### src/hdl/nue_pkg.sv
// ----------------------------------------------------------------------------
// nue_pkg
// Shared types and constants for the Annex B unit extractor.
// ----------------------------------------------------------------------------
`timescale 1ns / 1ps
`default_nettype none

package nue_pkg;

  localparam int QUEUE_DEPTH = 4;

  localparam logic [7:0] BYTE_ZERO  = 8'h00;
  localparam logic [7:0] BYTE_START = 8'h01;
  localparam logic [7:0] BYTE_EPB   = 8'h03;

  localparam logic [1:0] ZERO_RUN_MAX = 2'd2;

  typedef struct packed {
    logic [7:0] in_byte;
    logic       stream_end;
  } raw_item_t;

  typedef struct packed {
    logic [7:0] out_byte;
    logic       unit_first;
    logic       unit_end;
    logic       run_last;
  } res_item_t;

  typedef enum logic [1:0] {
    TAIL_NONE,
    TAIL_BYTE,
    TAIL_END
  } tail_t;

  // one classified input: held zeros first, then an optional byte or end marker
  typedef struct packed {
    logic [1:0] nzero;
    tail_t      tail;
    logic [7:0] data;
    logic       first;
  } cmd_t;

endpackage

`default_nettype wire

### src/hdl/nue_front.sv
// ----------------------------------------------------------------------------
// nue_front
// Accepts raw bytes, tracks start codes and held zeros, issues commands.
// ----------------------------------------------------------------------------
`timescale 1ns / 1ps
`default_nettype none

module nue_front
  import nue_pkg::*;
(
  input  wire logic      clk,
  input  wire logic      rst,
  input  wire logic      raw_valid,
  output logic           raw_stall,
  input  wire raw_item_t raw_item,
  output logic           cmd_valid,
  output cmd_t           cmd,
  input  wire logic      cmd_full
);

  logic       in_unit, in_unit_next;
  logic [1:0] zero_run, zero_run_next;
  logic       first_pending, first_pending_next;
  logic       accept;
  logic       emit;

  assign raw_stall = cmd_full;
  assign accept    = raw_valid && !cmd_full;

  always_comb begin
    in_unit_next       = in_unit;
    zero_run_next      = zero_run;
    first_pending_next = first_pending;
    emit               = 1'b0;
    cmd.nzero          = 2'd0;
    cmd.tail           = TAIL_NONE;
    cmd.data           = raw_item.in_byte;
    cmd.first          = first_pending;
    if (raw_item.stream_end) begin
      if (in_unit) begin
        emit      = 1'b1;
        cmd.nzero = zero_run;
        cmd.tail  = TAIL_END;
      end
      in_unit_next       = 1'b0;
      zero_run_next      = 2'd0;
      first_pending_next = 1'b0;
    end else if (!in_unit) begin
      if (raw_item.in_byte == BYTE_START && zero_run == ZERO_RUN_MAX) begin
        in_unit_next       = 1'b1;
        zero_run_next      = 2'd0;
        first_pending_next = 1'b1;
      end else if (raw_item.in_byte == BYTE_ZERO) begin
        if (zero_run != ZERO_RUN_MAX) begin
          zero_run_next = zero_run + 2'd1;
        end
      end else begin
        zero_run_next = 2'd0;
      end
    end else if (zero_run == ZERO_RUN_MAX &&
                 (raw_item.in_byte == BYTE_ZERO || raw_item.in_byte == BYTE_START)) begin
      // start code or trailing zero inside a unit closes it, held zeros dropped
      emit     = 1'b1;
      cmd.tail = TAIL_END;
      if (raw_item.in_byte == BYTE_START) begin
        zero_run_next      = 2'd0;
        first_pending_next = 1'b1;
      end else begin
        in_unit_next       = 1'b0;
        zero_run_next      = ZERO_RUN_MAX;
        first_pending_next = 1'b0;
      end
    end else if (raw_item.in_byte == BYTE_ZERO) begin
      zero_run_next = zero_run + 2'd1;
    end else if (raw_item.in_byte == BYTE_EPB && zero_run == ZERO_RUN_MAX) begin
      // emulation prevention byte dropped
      emit               = 1'b1;
      cmd.nzero          = zero_run;
      zero_run_next      = 2'd0;
      first_pending_next = 1'b0;
    end else begin
      emit               = 1'b1;
      cmd.nzero          = zero_run;
      cmd.tail           = TAIL_BYTE;
      zero_run_next      = 2'd0;
      first_pending_next = 1'b0;
    end
  end

  assign cmd_valid = accept && emit;

  always_ff @(posedge clk) begin
    if (rst) begin
      in_unit       <= 1'b0;
      zero_run      <= 2'd0;
      first_pending <= 1'b0;
    end else if (accept) begin
      in_unit       <= in_unit_next;
      zero_run      <= zero_run_next;
      first_pending <= first_pending_next;
    end
  end

endmodule

`default_nettype wire

### src/hdl/nue_queue.sv
// ----------------------------------------------------------------------------
// nue_queue
// Small command fifo between the front and the back.
// ----------------------------------------------------------------------------
`timescale 1ns / 1ps
`default_nettype none

module nue_queue
  import nue_pkg::*;
#(
  parameter int DEPTH = QUEUE_DEPTH
) (
  input  wire logic clk,
  input  wire logic rst,
  input  wire logic push,
  input  wire cmd_t push_cmd,
  output logic      full,
  input  wire logic pop,
  output logic      head_valid,
  output cmd_t      head_cmd
);

  localparam int PW = (DEPTH > 1) ? $clog2(DEPTH) : 1;
  localparam int CW = $clog2(DEPTH + 1);
  localparam logic [PW-1:0] PTR_LAST = PW'(DEPTH - 1);
  localparam logic [CW-1:0] CNT_FULL = CW'(DEPTH);

  cmd_t          slots [DEPTH];
  logic [PW-1:0] wr_ptr, rd_ptr;
  logic [CW-1:0] count;
  logic          do_push, do_pop;

  assign full       = (count == CNT_FULL);
  assign head_valid = (count != '0);
  assign head_cmd   = slots[rd_ptr];
  assign do_push    = push && !full;
  assign do_pop     = pop && head_valid;

  always_ff @(posedge clk) begin
    if (do_push) begin
      slots[wr_ptr] <= push_cmd;
    end
  end

  always_ff @(posedge clk) begin
    if (rst) begin
      wr_ptr <= '0;
      rd_ptr <= '0;
      count  <= '0;
    end else begin
      if (do_push) begin
        wr_ptr <= (wr_ptr == PTR_LAST) ? '0 : wr_ptr + PW'(1);
      end
      if (do_pop) begin
        rd_ptr <= (rd_ptr == PTR_LAST) ? '0 : rd_ptr + PW'(1);
      end
      if (do_push && !do_pop) begin
        count <= count + CW'(1);
      end else if (do_pop && !do_push) begin
        count <= count - CW'(1);
      end
    end
  end

endmodule

`default_nettype wire

### src/hdl/nue_back.sv
// ----------------------------------------------------------------------------
// nue_back
// Expands each command into result items, one per cycle while the output is not stalled, into an output register.
// ----------------------------------------------------------------------------
`timescale 1ns / 1ps
`default_nettype none

module nue_back
  import nue_pkg::*;
(
  input  wire logic clk,
  input  wire logic rst,
  input  wire logic head_valid,
  input  wire cmd_t head_cmd,
  output logic      pop,
  output logic      res_valid,
  input  wire logic res_stall,
  output res_item_t res_item
);

  logic [1:0] idx;
  logic [1:0] total;
  logic       load;
  logic       last;
  res_item_t  item;

  assign total = head_cmd.nzero + ((head_cmd.tail != TAIL_NONE) ? 2'd1 : 2'd0);
  assign last  = (idx == total - 2'd1);
  assign load  = head_valid && (!res_valid || !res_stall);
  assign pop   = load && last;

  always_comb begin
    item.run_last = last;
    if (idx < head_cmd.nzero) begin
      item.out_byte   = BYTE_ZERO;
      item.unit_first = head_cmd.first && (idx == 2'd0);
      item.unit_end   = 1'b0;
    end else if (head_cmd.tail == TAIL_END) begin
      item.out_byte   = BYTE_ZERO;
      item.unit_first = 1'b0;
      item.unit_end   = 1'b1;
    end else begin
      item.out_byte   = head_cmd.data;
      item.unit_first = head_cmd.first && (head_cmd.nzero == 2'd0);
      item.unit_end   = 1'b0;
    end
  end

  always_ff @(posedge clk) begin
    if (rst) begin
      idx       <= 2'd0;
      res_valid <= 1'b0;
    end else begin
      if (load) begin
        idx       <= last ? 2'd0 : idx + 2'd1;
        res_valid <= 1'b1;
      end else if (!res_stall) begin
        res_valid <= 1'b0;
      end
    end
  end

  always_ff @(posedge clk) begin
    if (load) begin
      res_item <= item;
    end
  end

endmodule

`default_nettype wire

### src/hdl/nal_unit_extractor_top.sv
// ----------------------------------------------------------------------------
// nal_unit_extractor_top
// Annex B byte stream to unit payload, emulation prevention bytes removed.
// ----------------------------------------------------------------------------
// Takes one stream byte per cycle while raw_stall is low. The result side
// emits one item per cycle while res_stall allows it, so a byte that releases
// held zeros (two or three results) holds the output sequencer for one item per
// result, and the input stalls only once the QDEPTH-entry command fifo between
// the classifier and the output sequencer is full. Each result is registered
// in the command fifo and then in the output register.
`timescale 1ns / 1ps
`default_nettype none

module nal_unit_extractor_top
  import nue_pkg::*;
#(
  parameter int QDEPTH = QUEUE_DEPTH
) (
  input  wire logic      clk,
  input  wire logic      rst,
  input  wire logic      raw_valid,
  output logic           raw_stall,
  input  wire raw_item_t raw_item,
  output logic           res_valid,
  input  wire logic      res_stall,
  output res_item_t      res_item
);

  logic cmd_valid;
  cmd_t cmd;
  logic cmd_full;
  logic head_valid;
  cmd_t head_cmd;
  logic pop;

  nue_front u_front (
    .clk       (clk),
    .rst       (rst),
    .raw_valid (raw_valid),
    .raw_stall (raw_stall),
    .raw_item  (raw_item),
    .cmd_valid (cmd_valid),
    .cmd       (cmd),
    .cmd_full  (cmd_full)
  );

  nue_queue #(
    .DEPTH (QDEPTH)
  ) u_queue (
    .clk        (clk),
    .rst        (rst),
    .push       (cmd_valid),
    .push_cmd   (cmd),
    .full       (cmd_full),
    .pop        (pop),
    .head_valid (head_valid),
    .head_cmd   (head_cmd)
  );

  nue_back u_back (
    .clk        (clk),
    .rst        (rst),
    .head_valid (head_valid),
    .head_cmd   (head_cmd),
    .pop        (pop),
    .res_valid  (res_valid),
    .res_stall  (res_stall),
    .res_item   (res_item)
  );

endmodule

`default_nettype wire

### config.mk
export PLATFORM = sky130hd
export DESIGN_NAME = nal_unit_extractor_top
export DESIGN_NICKNAME = d
export VERILOG_FILES = /design/src/hdl/nue_pkg.sv /design/src/hdl/nue_front.sv /design/src/hdl/nue_queue.sv /design/src/hdl/nue_back.sv /design/src/hdl/nal_unit_extractor_top.sv
export SDC_FILE = /design/constraint.sdc
export NUM_CORES = 1
export LEC_CHECK = 0
export BUFFER_PORTS_ARGS = -buffer_cell sky130_fd_sc_hd__buf_4
export CORE_ASPECT_RATIO = 2
export CORE_MARGIN = 2
export CORE_UTILIZATION = 50
export CTS_BUF_LIST = sky130_fd_sc_hd__clkbuf_4
export DETAILED_ROUTE_END_ITERATION = 8
export PLACE_DENSITY_LB_ADDON = 0.2
export SYNTH_ARGS = -nofsm -noshare
export SYNTH_HDL_FRONTEND = slang
export SYNTH_SLANG_ARGS = --single-unit
export TNS_END_PERCENT = 100
### constraint.sdc
create_clock -name clk -period 9.6 [get_ports clk]
set_input_delay 1.92 -clock clk [delete_from_list [all_inputs] [get_ports clk]]
set_output_delay 1.92 -clock clk [all_outputs]
set_load 0.005 [all_outputs]
* After elaboration in Yosys (flattened, before gate mapping)
Memories as Yosys holds them, arrays and structs flattened. A register that Yosys moved wholly into a read port is not among the register bits.
Cells that the tools add are included.
** Storage, ports and cells
- Register bits after elaboration :: 25
- Memories kept :: 1
- RAM bits :: 52
- Output and inout port bits :: 13
- Logic and storage cells :: 108
- Input bits :: 13
** Memory list
- u_queue.slots :: depth 4, width 13, read ports 1, clocked after memory_dff 1, wr ports 1, line nue_queue.sv:28 : cmd_t slots [DEPTH];
** Cells by class
- Add/subtract/negate cells :: 8
- Muxes and demuxes :: 44
- $lt $le $gt $ge :: 1
- Reduce and logical (&&, ||, !) cells :: 30
- Equal/unequal tests :: 12
** Operator list (count)
- 2-bit 2-to-1 mux :: 17
- 1-bit 2-to-1 mux :: 21
- 4-bit 2-to-1 mux :: 4
- 1-bit logical AND :: 13
- 2-bit by 1-bit adder with 2-bit output, second input constant :: 4
- 2-bit equality test, second input constant :: 4
- 8-bit by 1-bit equality test with 1-bit output, second input constant :: 1
- 8-bit by 2-bit equality test with 1-bit output, second input constant :: 1
- 8-bit logical NOT :: 1
- 3-bit 2-to-1 mux :: 2
- 3-bit nonzero test :: 2
- 1-bit logical NOT :: 5
- 5-bit by 2-bit != test with 1-bit output, second input constant :: 1
- 2-bit logical NOT :: 2
- 4-bit != test, second input constant :: 1
- 2-bit nonzero test :: 2
- 3-bit by 1-bit adder with 3-bit output, second input constant :: 1
- 3-bit equality test, second input constant :: 1
- 3-bit AND reduction :: 1
- 3-bit by 1-bit subtractor with 3-bit output, second input constant :: 1
- 2-bit adder :: 1
- 2-bit equality test :: 1
- 1-bit logical OR :: 2
- 2-bit < comparator :: 1
- other kinds (5) :: 5

* Depth between registers and ports, before layout
Gate-level depths: netlist (run 1).
- Word-level depth :: 12
- Gate-level depth with buffers :: 14
- Gate-level depth less buffers :: 13

* Modules after synthesis
From an unflattened synthesis (run 1), not the netlist that was laid out.
** Unflattened totals
- Cell total of the unflattened synthesis :: 229
- Area total of the unflattened synthesis :: 3530.9 µm²
** By module, submodules not included
- nue_queue :: area an instance 2363.5 µm², cells each 117, times used 1, seq. area each 1741.7 µm²
- nue_back :: area an instance 715.7 µm², cells each 56, times used 1, seq. area each 390.4 µm²
- nue_front :: area an instance 451.7 µm², cells each 56, times used 1, seq. area each 80.1 µm²

* Worst setup path after synthesis (run 1)
OpenSTA, ideal clock, no wires.
- Kind :: input to register
- Start point :: input res_stall
- End point :: register u_queue.count[2]
- Library setup time :: 0.070 ns
- Buffers on the path :: 0
- Arrival time :: 4.054 ns
- Cell stages on the path :: 9
- Data required time :: 9.530 ns
- Slack :: 5.476 ns
- Path through :: a21oi_1 > nor3b_4 > inv_1 > ha_1 > inv_1 > fa_1 > xor2_1 > or3_1 > a21oi_1
** On the way
- Longest elaborated chain between the ends :: 8
- Elaborated cells between the ends (all ways) :: 10
- Classes of those cells :: mux (1); reduce/logical (9)
** RTL lines
- start: declaration :: line nal_unit_extractor_top.sv:25 : input wire logic res_stall,
- 1-bit logical NOT * :: line nue_back.sv:29 : assign load = head_valid && (!res_valid || !res_stall);
- 1-bit logical OR * :: line nue_back.sv:29
- 1-bit logical AND * :: line nue_back.sv:29
- 1-bit logical AND * :: line nue_back.sv:30 : assign pop = load && last;
- 1-bit logical AND * :: line nue_queue.sv:37 : assign do_pop = pop && head_valid;
- 1-bit logical NOT :: line nue_queue.sv:57 : if (do_push && !do_pop) begin
- 1-bit logical AND :: line nue_queue.sv:57
- 3-bit 2-to-1 mux or 2-bit nonzero test (tied branches)
- end signal: assignment :: line nue_queue.sv:58 : count <= count + CW'(1);
- end signal: assignment :: line nue_queue.sv:60 : count <= count - CW'(1);
- end: declaration :: line nue_queue.sv:30 : logic [CW-1:0] count;
Every way passes the cells marked *; elsewhere a longest branch is shown, timed or not.
A chain may end at the register's enable or synchronous reset.

==> results.txt, run 1 <==
The post-CTS setup buffer count is 0. Entering global routing, the biggest net connects 19 pins. The maximum level of the CTS H-tree is 3. Timing analysis after detailed placement gives a worst setup slack of between 5 and 6 ns. The mapped netlist covers 0.00334 mm^2. Synthesis instantiated 43 different standard cells from the library. Dividing the detail-routed via count by the number of cells gives about 5.4. The layout-stage area growth over the synthesis result is 12.2%. The global-route wire length before repair came out at just over 9000 um.

In this design, the stage delay of the slowest critical-path cell is roughly 0.89 ns. The met2 usage in global routing is 0.268. The count of state elements after synthesis came out at just under 80. Clock tree synthesis inserted a total of 9 buffers. In the synthesized netlist the dominant register cell turns out to be sky130_fd_sc_hd__edfxtp_1. TritonCTS built the clock tree.

Setup repair after global routing left no endpoint under its margin. For this run, the number of Yosys warnings is 0. The total power draw came out at 0.000566 W. The number of stages on the worst setup path is 12. In this run the most used layer during global routing was met2.

The minimum clock period after layout is around 3.7 ns. The antenna diode instance count is 0. The clock tree skew after final layout came out at between 0.008 and 0.009 ns. The cell count after placement came out at between 300 and 400. The arrival time reported for the critical path endpoint came out at 4.08 ns. Synthesis produced 214 cells. The die area came out at between 0.007 and 0.008 mm^2. The met3 usage came out at 0.0442. The accumulated negative setup slack is 0 ns. Before antenna repair, the detailed router went through 4 iterations. The share of the clock period used by the worst path after layout came out at 0.389. The worst hold path terminates at u_back.res_valid. The worst hold path begins at u_back.res_valid. At the end of the flow, the number of nets in the layout was approximately 270. The signal on the critical path passes through mux4_1 -> nor2_1 -> ha_1 -> xnor2_1 -> nor3b_4 -> inv_1 -> ha_1 -> inv_1 -> fa_1 -> xor2_1 -> or3_1 -> a21oi_1. Across the VDD grid, the largest voltage drop is just over 90 uV. The buffering stage count on the worst path with inverters included came out at 2. The data required time of the critical path is approximately 10 ns. The initial antenna violation count was 0. The final weighted congestion in routability-driven placement is about 0.75. The slack of the worst reg-to-reg path is a little under 6 ns. For this block, the initial DRC count from the detailed router was 91.

CTS saw 79 sinks. After clock tree synthesis, the flow added hold-fix buffers numbering 0. The total count of hold-check failures in the final report is 0. For this design, the slowest cell found on the critical path is sky130_fd_sc_hd__dfxtp_1. The count of nets left with antenna violations after detail routing came out at 0. The maximum clock rate came out at roughly 270 MHz. Counting flops with a built-in enable in the synthesized netlist gives 63. The overall die width came out at ~62 um. The post-detailed-route wirelength per cell came out at around 16 um.

The share of synthesized registers carrying an async set or reset is 0. The final global-route overflow total is 0. The final-report setup violation count came out at 0. The number of buffers on the longest clock path is 2. The core area is between 0.006 and 0.007 mm^2. The count of cells in the finished layout, fillers not included, comes to between 300 and 400. The class of the worst hold path is flop to flop.

STA classifies the critical path endpoint as a flop. The number of cells traversed by the worst hold path is 2. The tool flagged a number of max-cap violations equal to 0. The count of cells resized by post-cts repair is 0. The slew of the pin with the lowest slew margin came out at approximately 0.85 ns.

Measured on the finished design, the core utilization comes to 0.575. The detailed-route wire length came out at about 5300 um. Of the cells placed in the final design, the portion with a size suffix greater than 1 is 0.232. The number of global-route vias before repair is between 1.5k and 2k. The worst slew margin relative to its limit is 0.433. The flow ran to the end, and the final reports show no timing, DRC or antenna violations. The total number of vias is about 1.8k. For met1 alone, demand over resource in global routing was 0.222. The clock transition at the registers of the reported paths is ~0.11 ns. The number of ports placed on the die boundary came out at 26. The max-slew violation count is 0. The mean instance size in the synthesized netlist came out at around 16 um^2. Measured in cells, the most critical reg-to-reg path has a length of 12.

The synthesized netlist net count is approximately 240. After layout, the worst setup slack is about 5.9 ns. After detailed routing, the number of remaining DRC violations is 0. The chip height came out at 120 um. Input and output buffers added on the ports amount to 25.

The layout filler cell count came out at between 500 and 600. The detailed placer's ending HPWL is 3730 um. The cell class contributing the biggest share of worst-path delay is flip-flops. The total power per unit cell area came out at approximately 150 mW/mm^2. The number of cell rows is 42.

The cell sitting at the root of the clock tree is a sky130_fd_sc_hd__clkbuf_4. The latest clock arrival within the worst-skew pair came out at slightly above 0.4 ns. The fraction of the yosys area taken by sequential cells is 0.663. In this run the critical register-to-register path is captured at u_queue.count[2]. The maximum fanout along the worst path came out at 13.

Across every metal layer, demand over resource in global routing totals 0.175. The static leakage power came out at 1.30 nW. The critical path is of the flop to flop type. The initial cell density of the core is 0.512. The critical path launch point type is a flop.
## flip-flops by register name, indices dropped and copies added, names as in the netlist, named ones only
| signal | cells |
|---|---|
| u_back.res_valid | 1 |
| u_front.in_unit | 1 |
| u_back.res_item | 11 |
| u_front.first_pending | 1 |
| u_back.idx | 2 |
| u_queue.rd_ptr | 2 |
| u_queue.count | 3 |
| u_queue.wr_ptr | 2 |
| u_front.zero_run | 2 |
| u_queue.slots | 52 |
## per-stage QoR
stage,hold WS [ns],cell area (um^2)
finish,0.479,3740
global route,0.532,3740
CTS,0.483,3740
detailed placement,0.466,3610
global placement,0.457,3610
floorplan,0.459,3340
## how the worst max path moves through the flow
stage	from	endpoint	slack, ns
after floorplan	res_stall	u_queue.count[2]	5.48
after global placement	res_stall	u_queue.count[2]	5.74
after detailed placement	raw_item[4]	u_queue.count[2]	5.63
after CTS	flop	u_queue.count[2]	5.76
after global routing	flop	u_queue.count[2]	5.51
final	flop	u_queue.count[2]	5.87
## layout make-up
class	count	area (um^2)	share of cell area
timing repair buffer	26	195	0.0521
multi-input combinational	116	1040	0.278
sequential	79	2210	0.591
inverter	13	48.8	0.0130
tap	88	110	0.0294
clock buffer	10	75.1	0.0200
clock inverter	6	61.3	0.0164
## kinds of logic after synthesis
family,after synthesis,synth area share
mux,16,0.100
compound gates,25,0.0435
xor+xnor,5,0.0154
simple gates,59,0.109
flops,79,0.663
fa+ha+maj,11,0.0435
buf+inv,19,0.0247
## per-layer routing
layer | wire, um | vias up
li1 | - | 883
met1 | 2170 | 912
met5 | 0 | -
met3 | 183 | 9
met2 | 2860 | 37
met4 | 131 | 0
## placed cells by master (no fill, tap or decap), types with 3 or more instances in the layout
cell type,n
sky130_fd_sc_hd__or4_1,3
sky130_fd_sc_hd__ha_1,10
sky130_fd_sc_hd__a21oi_1,12
sky130_fd_sc_hd__and3_1,9
sky130_fd_sc_hd__mux4_2,11
sky130_fd_sc_hd__dfxtp_1,16
sky130_fd_sc_hd__and2_1,6
sky130_fd_sc_hd__edfxtp_1,63
sky130_fd_sc_hd__buf_4,26
sky130_fd_sc_hd__nand2b_1,4
sky130_fd_sc_hd__nor2_1,13
sky130_fd_sc_hd__nand2_1,6
sky130_fd_sc_hd__clkbuf_4,10
sky130_fd_sc_hd__inv_1,13
sky130_fd_sc_hd__o21ai_0,7
## cell usage after synthesis (all sizes together) (2+ instances only)
library cell | n | share of area
nand3b | 2 | 0.0045
o21ai | 7 | 0.010
nand3 | 2 | 0.0030
or4 | 3 | 0.0067
ha | 10 | 0.037
and3 | 9 | 0.017
dfxtp | 16 | 0.096
and2 | 6 | 0.011
clkbuf | 3 | 0.0034
nor2b | 2 | 0.0037
nor4 | 2 | 0.0083
inv | 13 | 0.015
edfxtp | 63 | 0.57
mux4 | 13 | 0.090
nand2 | 6 | 0.0067
xor2 | 2 | 0.0053
nand2b | 4 | 0.0075
nor3 | 2 | 0.0030
buf | 3 | 0.0067
nor2 | 13 | 0.015
or3b | 2 | 0.0053
a21oi | 12 | 0.018
xnor2 | 3 | 0.010
mux2i | 2 | 0.0060
## power breakdown
part	internal, W	switching [W]
Sequential	0.000366	0.00000000753
Clock	0.0000810	0.000108
Combinational	0.00000454	0.00000633
Total	0.000452	0.000114
## tightest hold or removal path, cell delays in order, from the launching register on
cell	delay, ns
sky130_fd_sc_hd__dfxtp_1	0.34
sky130_fd_sc_hd__nand2_1	0.06
sky130_fd_sc_hd__a21oi_1	0.05
Power figures use the tool's default switching activity.
==> inputs of run 2 (changes only) <==
--- a/config.mk
+++ b/config.mk
@@ -5,6 +5,7 @@
 export SDC_FILE = /design/constraint.sdc
 export NUM_CORES = 1
 export LEC_CHECK = 0
+export ABC_AREA = 1
 export BUFFER_PORTS_ARGS = -buffer_cell sky130_fd_sc_hd__buf_4
 export CORE_ASPECT_RATIO = 2
 export CORE_MARGIN = 2
==> constraint.sdc (replaced) <==
create_clock -name clk -period 3.3 [get_ports clk]
set_input_delay 0.66 -clock clk [delete_from_list [all_inputs] [get_ports clk]]
set_output_delay 0.66 -clock clk [all_outputs]
set_load 0.005 [all_outputs]
==> results.txt, run 2 <==
The count of state elements after synthesis is 79 (unchanged). The static leakage power is 1.60 nW (+23%). The count of cells resized by post-cts repair is 0 (unchanged). The share of synthesized registers carrying an async set or reset came out at 0 (unchanged). The maximum fanout along the worst path was 26 (+13). The post-detailed-placement cell area came out at 0.00388 mm^2 (+7.5%).

The number of cell rows came to 43 (+2.4%). The total number of yosys warnings came out at 0 (unchanged). The core area is 0.00694 mm^2 (+6.5%). Setup repair after global routing left no endpoint under its margin.

The global-route wire length before repair is 10,800 um (+19%). The max-slew violation count came out at 0 (unchanged). The slew of the pin with the lowest slew margin is 0.401 ns (-0.449 ns). The final global-route overflow total is 0 (unchanged). The post-layout instance count excluding filler cells is 471 (+39%). The overall die width is 63.8 um (+3.3%). The class of the worst hold path is primary input to flop.

The fraction of the yosys area taken by sequential cells is 0.618 (-0.0447). The flip-flop count of the largest register after layout is 52 (unchanged). Grouping stages by cell kind, the critical path spends the most delay in compound AO/OA/AOI/OAI gates.

The run finished with clean final reports. By area the synthesized netlist is led by sky130_fd_sc_hd__edfxtp_1, sky130_fd_sc_hd__dfxtp_1, sky130_fd_sc_hd__nor2_1. The number of buffers on the longest clock path was 2 (unchanged). The worst setup path is captured at a flop. The number of library cell types mapped by synthesis was 31 (-28%). The total number of vias is 2,339 (+27%).

The number of standard cells after synthesis is 338 (+58%). The final-report setup violation count came out at 0 (unchanged). The total of max-cap violations is 0 (unchanged).

The die area was 0.00789 mm^2 (+6.9%). The cell count after placement is 454 (+41%). The slack of the worst reg-to-reg path is 0.39 ns (-5.47 ns). The number of DRC markers after the initial detailed-route iteration is 121 (+33%). The initial antenna violation count is 1 (+1). Traced cell by cell, the critical path runs through inv_8 -> o21ai_0 -> o22a_1 -> nand2_1 -> inv_1 -> ha_1 -> xor2_1 -> inv_1 -> nand2_2 -> nand2_2 -> nand3_4 -> ha_1 -> inv_1 -> fa_1 -> a21oi_1 -> o21ai_0 -> o21ai_0 -> a21oi_1. The arrival time reported for the critical path endpoint came out at 3.24 ns (-0.84 ns). The buffering stage count on the worst path with inverters included came out at 4 (+2). The layout filler cell count came out at 598 (+8.1%).

The accumulated negative setup slack came out at 0 ns (unchanged). The data required time of the critical path came to 3.63 ns (-6.32 ns). The minimum clock period after layout is 2.91 ns (-0.825 ns). The post-synthesis adder-cell area fraction was 0.0406 (-0.00294). The fraction of the mapped netlist area in simple logic gates was 0.178 (+0.0681). The total power per unit cell area is 431 mW/mm^2 (+190%). The maximum clock rate was 344 MHz (+28%).

The worst hold slack came out at 0.425 ns (-0.0534 ns). The number of global-route vias before repair came to 2,256 (+21%). The highest ir drop seen on vdd came to 293 uV (+220%).

The maximum level of the CTS H-tree came out at 3 (unchanged). The number of nets in the layout is 399 (+48%). The detailed-route wire length came out at 6740 um (+26%).

The area share of xor/xnor cells in the synthesized design is 0.00734 (-0.00803). The pin count of the biggest net entering global routing came out at 27 (+8). The worst slew margin relative to its limit is 0.732 (+0.299). The routed via count divided by cell count is 4.97 (-8.8%). The CTS tree is done. The number of ports placed on the die boundary came out at 26 (unchanged). The initial cell density of the core came out at 0.516 (+0.00350). The share of the clock period used by the worst path after layout came out at 0.881 (+0.492). The critical path in this run is classified as flop to flop. The number of CTS-inserted buffers came to 9 (unchanged). In the layout the commonest cells are sky130_fd_sc_hd__edfxtp_1, sky130_fd_sc_hd__nor2_1, sky130_fd_sc_hd__nand2_1. The layout-stage area growth over the synthesis result is 12.8%. The post-synthesis instance area came to 0.00358 mm^2 (+7.2%). The total DRC errors in the routed layout came out at 0 (unchanged). The total non-filler cell area in the finished layout is 0.00404 mm^2 (+7.8%). The number of synthesized flops with an enable pin is 63 (unchanged). The global routing usage summed across all routing layers is 0.190 (+0.0155). The most common cell after layout, fill and taps aside is sky130_fd_sc_hd__edfxtp_1.

The critical path ends at u_queue.count[2]. The mean instance size in the synthesized netlist is 10.6 um^2 (-32%). The share of the synthesized area in compound gates (AO/OA/AOI/OAI) is 0.0888 (+0.0453). The synthesized netlist net count came out at 362 (+52%). The top-area cell type share of the netlist area is 0.529 (-0.0383). The clock tree skew after final layout was 0.0115 ns (+0.00313 ns). The latest clock arrival within the worst-skew pair came out at 0.44 ns (+0.03 ns). The critical register-to-register path endpoint is u_queue.count[2]. The slowest stage of the critical path belongs to the cell sky130_fd_sc_hd__dfxtp_1. The final weighted congestion in routability-driven placement is 0.886 (+18%). The largest registers in the layout are u_queue.slots (52), u_back.res_item (11), u_queue.count (3).

By area, the combinational part of the netlist is dominated by simple AND/OR/NAND/NOR gates. The maximum single-stage delay on the critical path came out at 0.54 ns (-0.35 ns). The post-CTS setup buffer count came out at 0 (unchanged).

sky130_fd_sc_hd__edfxtp_1 is the most common cell in the netlist. The number of stages on the worst setup path was 18 (+6). The cts-stage hold buffer count came out at 0 (unchanged).

The count of TritonRoute iterations in the first routing pass is 4 (unchanged). The chip height is 124 um (+3.4%). The critical path launch point type is a flop. The flip-flop cell with the highest count after synthesis is sky130_fd_sc_hd__edfxtp_1.

The total of buffers placed on input and output ports is 25 (unchanged). Counting instances in the post-synthesis netlist gives the leading cell types as sky130_fd_sc_hd__edfxtp_1, sky130_fd_sc_hd__nor2_1, sky130_fd_sc_hd__nand2_1. The register with the most flip-flops in the final layout is u_queue.slots. The fraction of final layout cells with drive strength greater than 1 was 0.200 (-0.0320). The detailed placer's ending HPWL came out at 4850 um (+30%).

The depth of the worst register-to-register path is 18 (+6). The tree is rooted in a sky130_fd_sc_hd__clkbuf_4. Of all cell types, the one taking the most synthesized area is sky130_fd_sc_hd__edfxtp_1.

The clock transition at the registers of the reported paths is 0.11 ns (about the same). The post-detailed-route wirelength per cell came out at 14.3 um (-9.6%). The clock sink count came out at 79 (unchanged).

The post-synthesis mux area share came out at 0 (-0.100). The total count of hold-check failures in the final report is 0 (unchanged). The count of nets left with antenna violations after detail routing is 0 (unchanged).
-- run 2: cell count changes after synthesis, sizes merged, moves of 7 or more --
cell   before  now
nand2       6   55
a21oi      12   19
mux4       13    0
inv        13   42
nand3       2   14
nor2       13   64
o21ai       7   30
and3        9    0
-- run 2: routing by layer --
layer	vias up	GRT usage	share of wire
li1	1208	-	-
met1	1085	0.181	0.38
met2	35	0.367	0.57
met3	11	0.0307	0.025
met4	0	0.118	0.027
met5	-	0	0
-- run 2: layout make-up --
type	instances	area (um^2)	area share
sequential	79	2210	0.548
antenna	1	2.50	0.000620
clock inverter	5	73.8	0.0183
tap	90	113	0.0279
clock buffer	11	82.6	0.0205
timing repair buffer	34	255	0.0632
multi-input combinational	207	1120	0.279
inverter	44	173	0.0428
-- run 2: how the worst min path moves through the flow --
stage / start / to / slack [ns] / cells after the start
2_1_floorplan: u_front.first_pending / u_front.first_pending / 0.46 / 2
3_3_place_gp: u_queue.count[2] / u_queue.count[2] / 0.49 / 2
3_5_place_dp: u_queue.count[2] / u_queue.count[2] / 0.50 / 2
4_1_cts: raw_item[8] / u_queue.slots[1][8] / 0.41 / 1
5_1_grt: raw_item[6] / u_queue.slots[0][6] / 0.41 / 1
6_report: rst / u_front.in_unit / 0.43 / 2
-- run 2: worst register-to-register path, stage by stage, from the launching register on --
cell                      delay (ns)
sky130_fd_sc_hd__dfxtp_1        0.54
sky130_fd_sc_hd__inv_8          0.13
sky130_fd_sc_hd__o21ai_0        0.17
sky130_fd_sc_hd__o22a_1         0.17
sky130_fd_sc_hd__nand2_1        0.06
sky130_fd_sc_hd__inv_1          0.05
sky130_fd_sc_hd__ha_1           0.16
sky130_fd_sc_hd__xor2_1         0.19
sky130_fd_sc_hd__inv_1          0.07
sky130_fd_sc_hd__nand2_2        0.07
sky130_fd_sc_hd__nand2_2        0.06
sky130_fd_sc_hd__nand3_4        0.08
sky130_fd_sc_hd__ha_1           0.15
sky130_fd_sc_hd__inv_1          0.07
sky130_fd_sc_hd__fa_1           0.38
sky130_fd_sc_hd__a21oi_1        0.14
sky130_fd_sc_hd__o21ai_0        0.11
sky130_fd_sc_hd__o21ai_0        0.15
sky130_fd_sc_hd__a21oi_1        0.06
-- run 2: power breakdown --
group,switching (W),internal [W]
registers,0.000000333,0.00107
logic,0.0000238,0.0000154
clock network,0.000315,0.000320
-- run 2: cells by family after synthesis --
| family | Yosys count |
|---|---|
| adders and majority gates | 11 |
| and+or+nand+nor | 140 |
| buffers and inverters | 52 |
| xor gates and xnor gates | 3 |
| DFF | 79 |
| AOI/OAI and AO/OA | 53 |
-- run 2: through the flow --
| stage | utilization | worst slack [ns] | power, W |
|---|---|---|---|
| after detailed placement | 0.559 | 0.396 | 0.00113 |
| after floorplan | - | 0.625 | 0.00110 |
| after CTS | 0.581 | 0.379 | 0.00175 |
| final | 0.582 | 0.392 | 0.00174 |
| after global routing | 0.582 | 0.0948 | 0.00180 |
| after global placement | 0.559 | 0.486 | 0.00113 |
